### config.mk
export PLATFORM = sky130hd
export DESIGN_NAME = mme_front
export DESIGN_NICKNAME = d
export VERILOG_FILES = /design/src/rtl/mme_pkg.sv /design/src/rtl/mme_front.sv
export SDC_FILE = /design/constraint.sdc
export NUM_CORES = 1
export LEC_CHECK = 0
export BUFFER_PORTS_ARGS = -buffer_cell sky130_fd_sc_hd__buf_2
export CAP_MARGIN = 0
export CORE_MARGIN = 2
export CORE_UTILIZATION = 30
export CTS_CLUSTER_SIZE = 10
export DETAILED_ROUTE_END_ITERATION = 7
export SLEW_MARGIN = 20
export SYNTH_ARGS = -nofsm -noshare
export SYNTH_HDL_FRONTEND = slang
export SYNTH_SLANG_ARGS = --single-unit
### constraint.sdc
create_clock -name clk_i -period 1.9 [get_ports clk_i]
set_input_delay 0.19 -clock clk_i [delete_from_list [all_inputs] [get_ports clk_i]]
set_output_delay 0.19 -clock clk_i [all_outputs]
set_load 0.05 [all_outputs]
### src/rtl/mme_pkg.sv
`timescale 1ns / 1ps
// ----------------------------------------------------------------------------
// mme_pkg: shared types and constants of the matrix product engine
// Element widths, store geometry, action codes and the item that travels
// from the front end through the queue to the back end.
// ----------------------------------------------------------------------------
package mme_pkg;

  // Matrix geometry
  localparam int DIM         = 16;
  localparam int CELLS       = DIM * DIM;
  localparam int STORE_DEPTH = 256;

  // Field widths
  localparam int ACT_W  = 2;
  localparam int IDX_W  = 8;
  localparam int ELEM_W = 16;
  localparam int PROD_W = 2 * ELEM_W;
  localparam int ACC_W  = 40;

  // Element address width: covers every row/column walk address plus the
  // store boundary, so an address beyond the store can be seen.
  localparam int ADDR_RAW = $clog2(CELLS + DIM);
  localparam int ADDR_W   = (ADDR_RAW > IDX_W + 1) ? ADDR_RAW : IDX_W + 1;

  // Step counter over one dot product
  localparam int K_W = (DIM > 1) ? $clog2(DIM) : 1;

  // Row = index / DIM by a ceiling reciprocal; exact for all 8-bit indices
  localparam int RECIP_SH = 16;
  localparam int RECIP    = ((2 ** RECIP_SH) + DIM - 1) / DIM;
  localparam int RECIP_W  = RECIP_SH + 1;
  localparam int RPROD_W  = IDX_W + RECIP_W;

  // Queue between front and back end
  localparam int QUEUE_DEPTH = 2;
  localparam int QP_W        = (QUEUE_DEPTH > 1) ? $clog2(QUEUE_DEPTH) : 1;
  localparam int QC_W        = $clog2(QUEUE_DEPTH + 1);

  // Action codes on the input channel
  localparam logic [ACT_W-1:0] ACT_LOAD_A  = 2'd0;
  localparam logic [ACT_W-1:0] ACT_LOAD_B  = 2'd1;
  localparam logic [ACT_W-1:0] ACT_COMPUTE = 2'd2;

  typedef enum logic [1:0] {
    OP_LOAD_A,
    OP_LOAD_B,
    OP_COMPUTE
  } op_kind_e;

  // Classified item held in the queue
  typedef struct packed {
    op_kind_e                  kind;
    logic [IDX_W-1:0]          idx;
    logic signed [ELEM_W-1:0]  value;
    logic [IDX_W-1:0]          row;
    logic                      in_range;
  } op_t;

  // Queue status seen by both ends
  typedef struct packed {
    logic full;
    logic empty;
  } q_status_t;

endpackage

### src/rtl/mme_front.sv
`timescale 1ns / 1ps
// ----------------------------------------------------------------------------
// mme_front: input stage of the matrix product engine
// Accepts items, drops unused actions and loads beyond the matrix, works out
// the row of the index and pushes the classified item into the queue.
// ----------------------------------------------------------------------------
module mme_front import mme_pkg::*; (
  input  logic                      clk_i,
  input  logic                      rst_ni,
  input  logic                      in_valid_i,
  output logic                      in_stall_o,
  input  logic [ACT_W-1:0]          action_i,
  input  logic [IDX_W-1:0]          elem_index_i,
  input  logic signed [ELEM_W-1:0]  elem_value_i,
  input  q_status_t                 q_status_i,
  output logic                      q_push_o,
  output op_t                       q_op_o
);

  logic                accept;
  logic                in_range;
  logic                keep;
  logic [RPROD_W-1:0]  row_prod;
  op_t                 op_cls;
  logic                fr_vld_q, fr_vld_d;
  op_t                 fr_op_q;

  // Stall only on a held item that the queue cannot take
  assign in_stall_o = fr_vld_q && q_status_i.full;
  assign accept     = in_valid_i && !in_stall_o;
  assign q_push_o   = fr_vld_q && !q_status_i.full;
  assign q_op_o     = fr_op_q;

  // Classify the incoming item
  assign in_range = ADDR_W'(elem_index_i) < ADDR_W'(CELLS);
  assign row_prod = RPROD_W'(elem_index_i) * RPROD_W'(RECIP);

  always_comb begin
    op_cls          = '0;
    op_cls.idx      = elem_index_i;
    op_cls.value    = elem_value_i;
    op_cls.row      = row_prod[RECIP_SH +: IDX_W];
    op_cls.in_range = in_range;
    keep            = 1'b0;
    case (action_i)
      ACT_LOAD_A: begin
        op_cls.kind = OP_LOAD_A;
        keep        = in_range;
      end
      ACT_LOAD_B: begin
        op_cls.kind = OP_LOAD_B;
        keep        = in_range;
      end
      ACT_COMPUTE: begin
        op_cls.kind = OP_COMPUTE;
        keep        = 1'b1;
      end
      default: begin
        op_cls.kind = OP_COMPUTE;
        keep        = 1'b0;
      end
    endcase
  end

  // Holding register valid
  always_comb begin
    fr_vld_d = fr_vld_q;
    if (accept) begin
      fr_vld_d = keep;
    end else if (q_push_o) begin
      fr_vld_d = 1'b0;
    end
  end

  always_ff @(posedge clk_i or negedge rst_ni) begin
    if (!rst_ni) begin
      fr_vld_q <= 1'b0;
    end else begin
      fr_vld_q <= fr_vld_d;
    end
  end

  // Payload, no reset
  always_ff @(posedge clk_i) begin
    if (accept) begin
      fr_op_q <= op_cls;
    end
  end

endmodule

==> summary.md <==
| Metric | Value |
|---|---|
| Status | `completed` |
| Total CTS buffers | `3` |
| Clock power frac | `0.197` |
| Psw | `366.5 uW` |
| Post-CTS Setup Bufs | `0` |
| Routed WL | `1522 um` |
| Seq/Total Area, Yosys | `0.8714` |
| Vias in the first global route | `540` |
| Sw Share | `0.3051` |
| Post-CTS Resized | `0` |
| 1st-iter DRT viols | `5` |
| Die Wd | `59.52 um` |
| Ranking of synthesized cells by area | `edfxtp_1 84%, buf_4 7.3%, dfrtp_1 2.7%` |
| Hold Path Class | `in2reg` |
| Final GP Congestion | `0.6694` |
| MaxCap Viol Count | `0` |
| DRC | `0` |
| Leakage | `0.5720 nW` |
| Fin area | `1265 sq um` |
| Maximum fanout along the worst path | `3` |
| Setup-violating endpoint count in the final report | `0` |
| Antenna Diode Count | `0` |
| Cells after Synth | `45` |
| Clock Sinks | `27` |
| Initial core utilization | `0.3079` |
| Layout area overhead | `36.81%` |
| Largest net degree at the start of global routing | `15` |
| Netlist cell types | `10` |
| Storage element area | `805.8 sq um` |
| Setup crit end kind | `primary output` |
| Hold buffer count at cts | `1` |
| Clk_lat worst skew | `310 ps` |
| Drt first pass iters | `2` |
| Endpoints failing hold | `0` |
| Clock tree buffer depth | `2` |
| Routed Antenna Nets | `0` |
| Via count | `564` |
| Comb pwr share | `0.217` |
| Multi-input gate area | `61.31 sq um` |
| Grt total ovfl | `0` |
| Kind of critical path | `reg2out` |
| Dpl hpwl | `1245 um` |
| Critical Path RT | `1710 ps` |
| Port Buffers | `61` |
| Clock transition at path regs | `130 ps` |
| Gr usage total | `0.08753` |
| Top-area cell type share of the netlist area | `0.8444` |
| DIE AREA | `3542 sq um` |
| Routed wire per std cell | `10.95 um` |
| CTS H-tree depth | `1` |
| Final worst slack | `618.8 ps` |
| Slew Limit Fails | `0` |
| Internal cell power | `834.7 uW` |
| Core footprint | `3003 sq um` |
| Root Driver | `clkbuf_4` |
| Pwr dens | `949.6 nW/um^2` |
| Crit path arrival time | `1090 ps` |
| Ports | `68` |
| Fmax | `780.5 MHz` |
| Initial antenna violation count | `0` |
| Part of the power in registers | `0.586` |
| FF+latch count, synth | `27` |
| First-pass GRT wire length | `2235 um` |
| Synth area leader | `edfxtp_1` |
| Die Y | `59.52 um` |
| Placed cell area | `1229 sq um` |
| Worst setup SP type | `register` |
| Worst vdd ir | `0.3810 mV` |
| Place WS | `714.7 ps` |
| Nets | `138` |
| Fin crit share | `0.6743` |
| CTS tree | `yes` |
| Setup Skew | `1.641 ps` |
| Share of cells above drive strength 1 | `0.6415` |
| Fin Setup TNS | `0 ps` |
| Post-Syn Area | `924.6 sq um` |
| Synthesized area per cell | `20.55 sq um` |
| RSZ-0062 raised after global routing | `false` |
| Vias per inst | `4.058` |
| Total of warnings raised by yosys | `0` |
| FILL cells | `291` |
| Row cnt | `20` |
| Minimum clock period | `1281 ps` |
-- cells in the final DEF (no fill, tap or decap) --
cell | Yosys | final
buf_2 | 0 | 61
edfxtp_1 | 26 | 26
conb_1 | 2 | 5
clkbuf_4 | 0 | 3
buf_4 | 9 | 2
and2_4 | 1 | 1
nor2b_2 | 0 | 1
and2b_1 | 1 | 1
nor2b_1 | 2 | 1
nand2_1 | 1 | 1
a21o_1 | 1 | 1
clkbuf_1 | 1 | 1
dfrtp_1 | 1 | 1
dlygate4sd3_1 | 0 | 1
-- final cells by class --
| cell class | instances | share of cell area |
|---|---|---|
| clock buffers | 4 | 0.02077 |
| multi-input cells | 11 | 0.04847 |
| flip-flops and latches | 27 | 0.6370 |
| well taps | 33 | 0.03264 |
| repair buffers | 64 | 0.2611 |
-- synthesized netlist by cell type (all sizes together) --
cell and n:
conb 2, and2 1, clkbuf 1, nand2 1, buf 9, nor2b 2
and2b 1, dfrtp 1, edfxtp 26, a21o 1
-- worst paths after layout --
kind                                            from                   end  slack [ps]  cells past startpoint
worst min register to register  fr_vld_q$_DFFE_PN0P_  fr_vld_q$_DFFE_PN0P_         620                      2
worst max register to register  fr_vld_q$_DFFE_PN0P_  q_op_o[32]$_DFFE_PP_         700                      3
max in group asynchronous                     rst_ni  fr_vld_q$_DFFE_PN0P_        1660                      2
worst max-delay path            fr_vld_q$_DFFE_PN0P_            in_stall_o         620                      2
worst min-delay path                 elem_value_i[6]  q_op_o[15]$_DFFE_PP_          40                      1
min in group asynchronous                     rst_ni  fr_vld_q$_DFFE_PN0P_         150                      2
-- critical path, stage by stage, from the launching register on --
cell	delay, ps
dfrtp_1	370
and2_4	150
buf_2	250
-- routing by layer --
| layer | global-route usage | vias to the layer above | wire (um) |
|---|---|---|---|
| li1 | - | 267 | - |
| met4 | 0.04762 | 0 | 0 |
| met5 | 0 | - | 0 |
| met1 | 0.1016 | 255 | 587 |
| met2 | 0.1413 | 42 | 767 |
| met3 | 0.03057 | 0 | 167 |
-- power by group through the flow --
stage | clock network [mW] | registers (mW) | logic (mW)
floorplan | 0 | 0.836 | 0.0853
global placement | 0 | 0.716 | 0.259
detailed placement | 0 | 0.718 | 0.261
CTS | 0.251 | 0.705 | 0.263
global route | 0.278 | 0.708 | 0.273
finish | 0.237 | 0.704 | 0.261
-- registers in the layout (all words and copies together), names as in the netlist --
signal    cells
fr_vld_q      1
q_op_o       26
-- metrics by stage --
stage | utilization | cells | hold slack [ps] | total power [mW]
global placement | 0.4092 | 134 | -35.19 | 0.9753
CTS | 0.4213 | 139 | 27.31 | 1.219
finish | 0.4213 | 139 | 43.54 | 1.201
detailed placement | 0.4092 | 134 | -30.19 | 0.9794
global route | 0.4213 | 139 | 9.348 | 1.260
floorplan | - | 48 | -105.6 | 0.9210
-- kinds of logic (layout without fill, tap and decap cells) --
logic type	count (synthesis)	count (layout)	share of synthesized area
AO/OA/AOI/OAI	1	1	0.008122
AND/OR/NAND/NOR	5	5	0.03518
other	2	5	0.008122
flip-flops	27	27	0.8714
buffers and inverters	10	68	0.07712
(Power assumes the default switching activity.)
