$ cat config.mk
export PLATFORM = sky130hd
export DESIGN_NAME = mme_queue
export DESIGN_NICKNAME = d
export VERILOG_FILES = /design/src/rtl/mme_pkg.sv /design/src/rtl/mme_queue.sv
export SDC_FILE = /design/constraint.sdc
export NUM_CORES = 1
export LEC_CHECK = 0
export BUFFER_PORTS_ARGS = -buffer_cell sky130_fd_sc_hd__buf_2
export CAP_MARGIN = 20
export CORE_MARGIN = 2
export CORE_UTILIZATION = 35
export CTS_BUF_LIST = sky130_fd_sc_hd__clkbuf_16
export DETAILED_ROUTE_END_ITERATION = 7
export GPL_TIMING_DRIVEN = 0
export PLACE_DENSITY_LB_ADDON = 0.05
export SLEW_MARGIN = 10
export SYNTH_ARGS = -nofsm -noshare
export SYNTH_HDL_FRONTEND = slang
export SYNTH_SLANG_ARGS = --single-unit
$ cat constraint.sdc
create_clock -name clk_i -period 5.65 [get_ports clk_i]
set_clock_uncertainty 0.2 [all_clocks]
set_input_delay 0.2825 -clock clk_i [delete_from_list [all_inputs] [get_ports clk_i]]
set_output_delay 0.2825 -clock clk_i [all_outputs]
set_load 0.05 [all_outputs]
$ cat src/rtl/mme_pkg.sv
`timescale 1ns / 1ps
// ----------------------------------------------------------------------------
// mme_pkg: shared types and constants of the matrix product engine
// Element widths, store geometry, action codes and the item that travels
// from the front end through the queue to the back end.
// ----------------------------------------------------------------------------
package mme_pkg;

  // Matrix geometry
  localparam int DIM         = 16;
  localparam int CELLS       = DIM * DIM;
  localparam int STORE_DEPTH = 256;

  // Field widths
  localparam int ACT_W  = 2;
  localparam int IDX_W  = 8;
  localparam int ELEM_W = 16;
  localparam int PROD_W = 2 * ELEM_W;
  localparam int ACC_W  = 40;

  // Element address width: covers every row/column walk address plus the
  // store boundary, so an address beyond the store can be seen.
  localparam int ADDR_RAW = $clog2(CELLS + DIM);
  localparam int ADDR_W   = (ADDR_RAW > IDX_W + 1) ? ADDR_RAW : IDX_W + 1;

  // Step counter over one dot product
  localparam int K_W = (DIM > 1) ? $clog2(DIM) : 1;

  // Row = index / DIM by a ceiling reciprocal; exact for all 8-bit indices
  localparam int RECIP_SH = 16;
  localparam int RECIP    = ((2 ** RECIP_SH) + DIM - 1) / DIM;
  localparam int RECIP_W  = RECIP_SH + 1;
  localparam int RPROD_W  = IDX_W + RECIP_W;

  // Queue between front and back end
  localparam int QUEUE_DEPTH = 2;
  localparam int QP_W        = (QUEUE_DEPTH > 1) ? $clog2(QUEUE_DEPTH) : 1;
  localparam int QC_W        = $clog2(QUEUE_DEPTH + 1);

  // Action codes on the input channel
  localparam logic [ACT_W-1:0] ACT_LOAD_A  = 2'd0;
  localparam logic [ACT_W-1:0] ACT_LOAD_B  = 2'd1;
  localparam logic [ACT_W-1:0] ACT_COMPUTE = 2'd2;

  typedef enum logic [1:0] {
    OP_LOAD_A,
    OP_LOAD_B,
    OP_COMPUTE
  } op_kind_e;

  // Classified item held in the queue
  typedef struct packed {
    op_kind_e                  kind;
    logic [IDX_W-1:0]          idx;
    logic signed [ELEM_W-1:0]  value;
    logic [IDX_W-1:0]          row;
    logic                      in_range;
  } op_t;

  // Queue status seen by both ends
  typedef struct packed {
    logic full;
    logic empty;
  } q_status_t;

endpackage

$ cat src/rtl/mme_queue.sv
`timescale 1ns / 1ps
// ----------------------------------------------------------------------------
// mme_queue: short item queue between front and back end
// Circular buffer of classified items with a fill count.
// ----------------------------------------------------------------------------
module mme_queue import mme_pkg::*; (
  input  logic       clk_i,
  input  logic       rst_ni,
  input  logic       push_i,
  input  op_t        push_op_i,
  input  logic       pop_i,
  output op_t        head_op_o,
  output q_status_t  status_o
);

  op_t              entry_q [QUEUE_DEPTH];
  logic [QP_W-1:0]  wr_ptr_q, wr_ptr_d;
  logic [QP_W-1:0]  rd_ptr_q, rd_ptr_d;
  logic [QC_W-1:0]  count_q, count_d;

  assign status_o.full  = count_q == QC_W'(QUEUE_DEPTH);
  assign status_o.empty = count_q == '0;
  assign head_op_o      = entry_q[rd_ptr_q];

  // Pointer and count update
  always_comb begin
    wr_ptr_d = wr_ptr_q;
    rd_ptr_d = rd_ptr_q;
    count_d  = count_q;
    if (push_i) begin
      wr_ptr_d = (wr_ptr_q == QP_W'(QUEUE_DEPTH - 1)) ? '0 : wr_ptr_q + 1'b1;
    end
    if (pop_i) begin
      rd_ptr_d = (rd_ptr_q == QP_W'(QUEUE_DEPTH - 1)) ? '0 : rd_ptr_q + 1'b1;
    end
    if (push_i && !pop_i) begin
      count_d = count_q + 1'b1;
    end else if (pop_i && !push_i) begin
      count_d = count_q - 1'b1;
    end
  end

  always_ff @(posedge clk_i or negedge rst_ni) begin
    if (!rst_ni) begin
      wr_ptr_q <= '0;
      rd_ptr_q <= '0;
      count_q  <= '0;
    end else begin
      wr_ptr_q <= wr_ptr_d;
      rd_ptr_q <= rd_ptr_d;
      count_q  <= count_d;
    end
  end

  // Entry storage
  always_ff @(posedge clk_i) begin
    if (push_i) begin
      entry_q[wr_ptr_q] <= push_op_i;
    end
  end

endmodule

==> summary.md <==
The flow ran to the end, and the final reports show no timing, DRC or antenna violations. After synthesis, the largest area contributor takes up 73.4% of total cell area. Entering global routing, the biggest net connects 26 pins.

For the total overflow reported by the global router, the log shows 0. For the critical path data required time, the log shows 5.17 ns. TritonCTS built the clock tree. The peak fanout along the critical path is 10, and the number of cells on the worst reg-to-reg path is 2.

The first-pass GRT wire length is 7680 um, and the slew at the pin with the worst max-slew slack is 0.404 ns. The port buffer count was 75. The end point of the critical path is head_op_o[26]. The logs give 1,628 for the via count of the first global-routing pass and 1,544 for the number of vias after detailed routing. Using the TritonRoute via totals, the vias-per-cell ratio works out to 4.32.

The smallest clock period supported by the final layout is computed as 1.99 ns. Sorting the synthesized cells by area gives the leading types as sky130_fd_sc_hd__edfxtp_1 73%, sky130_fd_sc_hd__mux2_4 15%, sky130_fd_sc_hd__dfrtp_1 3.5%. The cell count after placement is 304.

The cell accounting for the most synthesized area was sky130_fd_sc_hd__edfxtp_1. When the netlist entered floorplanning its net count stood at 165. The min-delay analysis places its worst path in the category in -> reg.

Overall power consumption after layout is estimated at 2.36 mW. The category of the critical setup timing path was reg -> out. The logs give 73.0% for the relative max-transition margin and 0 for the post-route antenna net violation count. The die boundary width was 94.4 um.

The cell count after synthesis is 125, and the final layout net count is 290. The endpoint identified for the worst register-to-register timing path is entry_q[0][4]. The run gives 4.09 ns as the worst reg-to-reg setup slack. TritonCTS created 9 clock buffers. The ratio of cells with drive above 1 in the final layout works out to 51.4%.

After synthesis the cells add up to 2860 um^2. In this run the number of H-tree levels came out at 3. After synthesis, flip-flops and latches occupy 76.9% of the total area. The startpoint kind of the worst setup timing path was a flip-flop. The number of antenna violations at the first check in global routing is 0, and the number of placement rows is 32.

The power density over the cells was 573 nW/um^2. The routed wire length is 4990 um. The logs give 0 ns for the final total negative setup slack and 18 for the first-iteration detailed-routing DRC count.

The cell chosen for the clock root is sky130_fd_sc_hd__clkbuf_16. The tools report the number of warnings issued by yosys as 0. The routed length per instance came out at 14.0 um. The start point of the critical path is rd_ptr_q. The mean area per synthesized cell was 22.9 um^2; the filler cell count in the final layout was 660.

In the layout the commonest cells are 75 x sky130_fd_sc_hd__buf_2, 70 x sky130_fd_sc_hd__edfxtp_1, 37 x sky130_fd_sc_hd__dlygate4sd3_1, 29 x sky130_fd_sc_hd__mux2_4, 9 x sky130_fd_sc_hd__clkbuf_16. The clock transition at the register clock pins on the worst setup and hold paths after CTS works out to 0.05 ns. The run gives 11.7% as the aggregate global-route resource usage. For this design the static power due to leakage is 1.69 nW. Final-report hold violation count: 0. The fmax was 0.503 GHz. After clock tree synthesis, the setup repair step added 0 buffers.

Setup violations remaining at the end of the flow were counted as 0. For the worst setup path, the data arrival time is 1.51 ns. Relative to the synthesized area, the layout overhead comes to 43.9%. VDD sags by at most 0.000277 V. Of the available clock period, the critical path in the final layout requires 35.2%. Synthesis instantiated 13 different standard cells from the library. The initial utilization of the core area, before any placement, comes to 36.7%. Across the run, the number of max-cap violations was 0. The run gives 3320 um as the HPWL reported at the end of detailed placement. The number of slew-limit violations in the final report is 0. The worst register-to-register path begins at wr_ptr_q.

The clock reaches the later pin of the worst-skew pair after 0.31 ns. Routability-driven placement finished with a final weighted congestion of 0.725. The tools report the final routed DRC violation total as 0. STA classifies the critical path endpoint as a primary output.

The core region is 7810 um^2. Setup repair after global routing left no endpoint under its margin. The number of buffers on the longest clock path was 2.

The count of cells in the finished layout, fillers not included, comes to 357. Leaving out fill and tap cells, the most frequent cell in the layout is sky130_fd_sc_hd__buf_2. The number of top-level design ports came out at 76. The area enclosed by the die boundary was 8920 um^2; the count of clock tree sinks was 74. After synthesis the netlist holds a flip-flop and latch count of 74. The count of antenna diodes in the layout is 0. The tools report the number of iterations in the first detailed-routing pass as 4.

The die height came out at 94.4 um.
power by group:
group	total (mW)	switching, mW	internal (mW)	leakage [nW]
clock	0.624	0.197	0.427	0.170
combinational	0.969	0.623	0.346	0.815
sequential	0.767	0.0362	0.731	0.704
total	2.36	0.856	1.50	1.69
worst max-delay path, cell delays in order, from the launching register on:
cell	delay [ns]
sky130_fd_sc_hd__dfrtp_1	0.37
sky130_fd_sc_hd__buf_6	0.15
sky130_fd_sc_hd__buf_12	0.15
sky130_fd_sc_hd__mux2_4	0.30
sky130_fd_sc_hd__buf_2	0.21
cell usage after synthesis:
| library cell | n |
|---|---|
| sky130_fd_sc_hd__buf_6 | 1 |
| sky130_fd_sc_hd__xnor2_1 | 1 |
| sky130_fd_sc_hd__buf_12 | 3 |
| sky130_fd_sc_hd__dfrtp_1 | 4 |
| sky130_fd_sc_hd__and2_1 | 1 |
| sky130_fd_sc_hd__edfxtp_1 | 70 |
| sky130_fd_sc_hd__ha_1 | 1 |
| sky130_fd_sc_hd__mux2_4 | 29 |
| sky130_fd_sc_hd__xor2_1 | 4 |
| sky130_fd_sc_hd__nor2_1 | 2 |
| sky130_fd_sc_hd__mux2_2 | 6 |
| sky130_fd_sc_hd__nor2b_1 | 2 |
| sky130_fd_sc_hd__inv_1 | 1 |
cell families after synthesis:
family | share of synthesized area, %
flip-flops | 76.9
multiplexers | 17.6
XOR/XNOR | 1.53
buffers and inverters | 2.62
AND/OR/NAND/NOR | 0.918
adder cells (fa/ha/maj) | 0.437
routing by layer:
layer / wire [um] / GRT usage, % / part of all wire (%) / vias to the layer above
li1: - / - / - / 740
met1: 1910 / 12.6 / 38 / 746
met2: 2760 / 21.4 / 55 / 50
met3: 245 / 3.27 / 4.9 / 8
met4: 71 / 5.43 / 1.4 / 0
met5: 0 / 0 / 0 / -
through the flow:
stage | cell area [um^2] | hold slack, ns | setup WS (ns) | utilization (%)
global route | 4120 | 0.00840 | 3.61 | 52.8
floorplan | 2860 | -0.213 | 3.05 | -
detailed placement | 3410 | -0.104 | 3.98 | 43.7
global placement | 3370 | -0.111 | 2.18 | 43.1
finish | 4120 | 0.00749 | 3.66 | 52.8
CTS | 4120 | 0.000515 | 3.64 | 52.8
final cells by class:
class	count	area (um^2)	share of cell area, %
well taps	102	128	3.10
clock inverters	7	110	2.67
inverters	1	3.75	0.0911
clock buffers	9	225	5.47
multi-input cells	46	594	14.4
repair buffers	114	786	19.1
plain buffers	4	71.3	1.73
flip-flops and latches	74	2200	53.4
what timing repair did:
item                                    CTS  global route
gates resized for setup                   0             0
hold buffers                             37             0
hold endpoints to repair                 75             0
endpoints found under the setup margin    0             0
state kept, by name (all words and copies together), names as in the netlist:
signal / cells
entry_q: 70
rd_ptr_q: 1
count_q: 2
wr_ptr_q: 1
worst min-delay path by stage:
stage / end / cells after the start / from
final: wr_ptr_q / 2 / push_i
after global routing: wr_ptr_q / 2 / push_i
after CTS: wr_ptr_q / 2 / push_i
after floorplan: count_q[0] / 0 / rst_ni
after detailed placement: count_q[1] / 1 / rst_ni
after global placement: rd_ptr_q / 1 / rst_ni
Power figures use the tool's default switching activity.
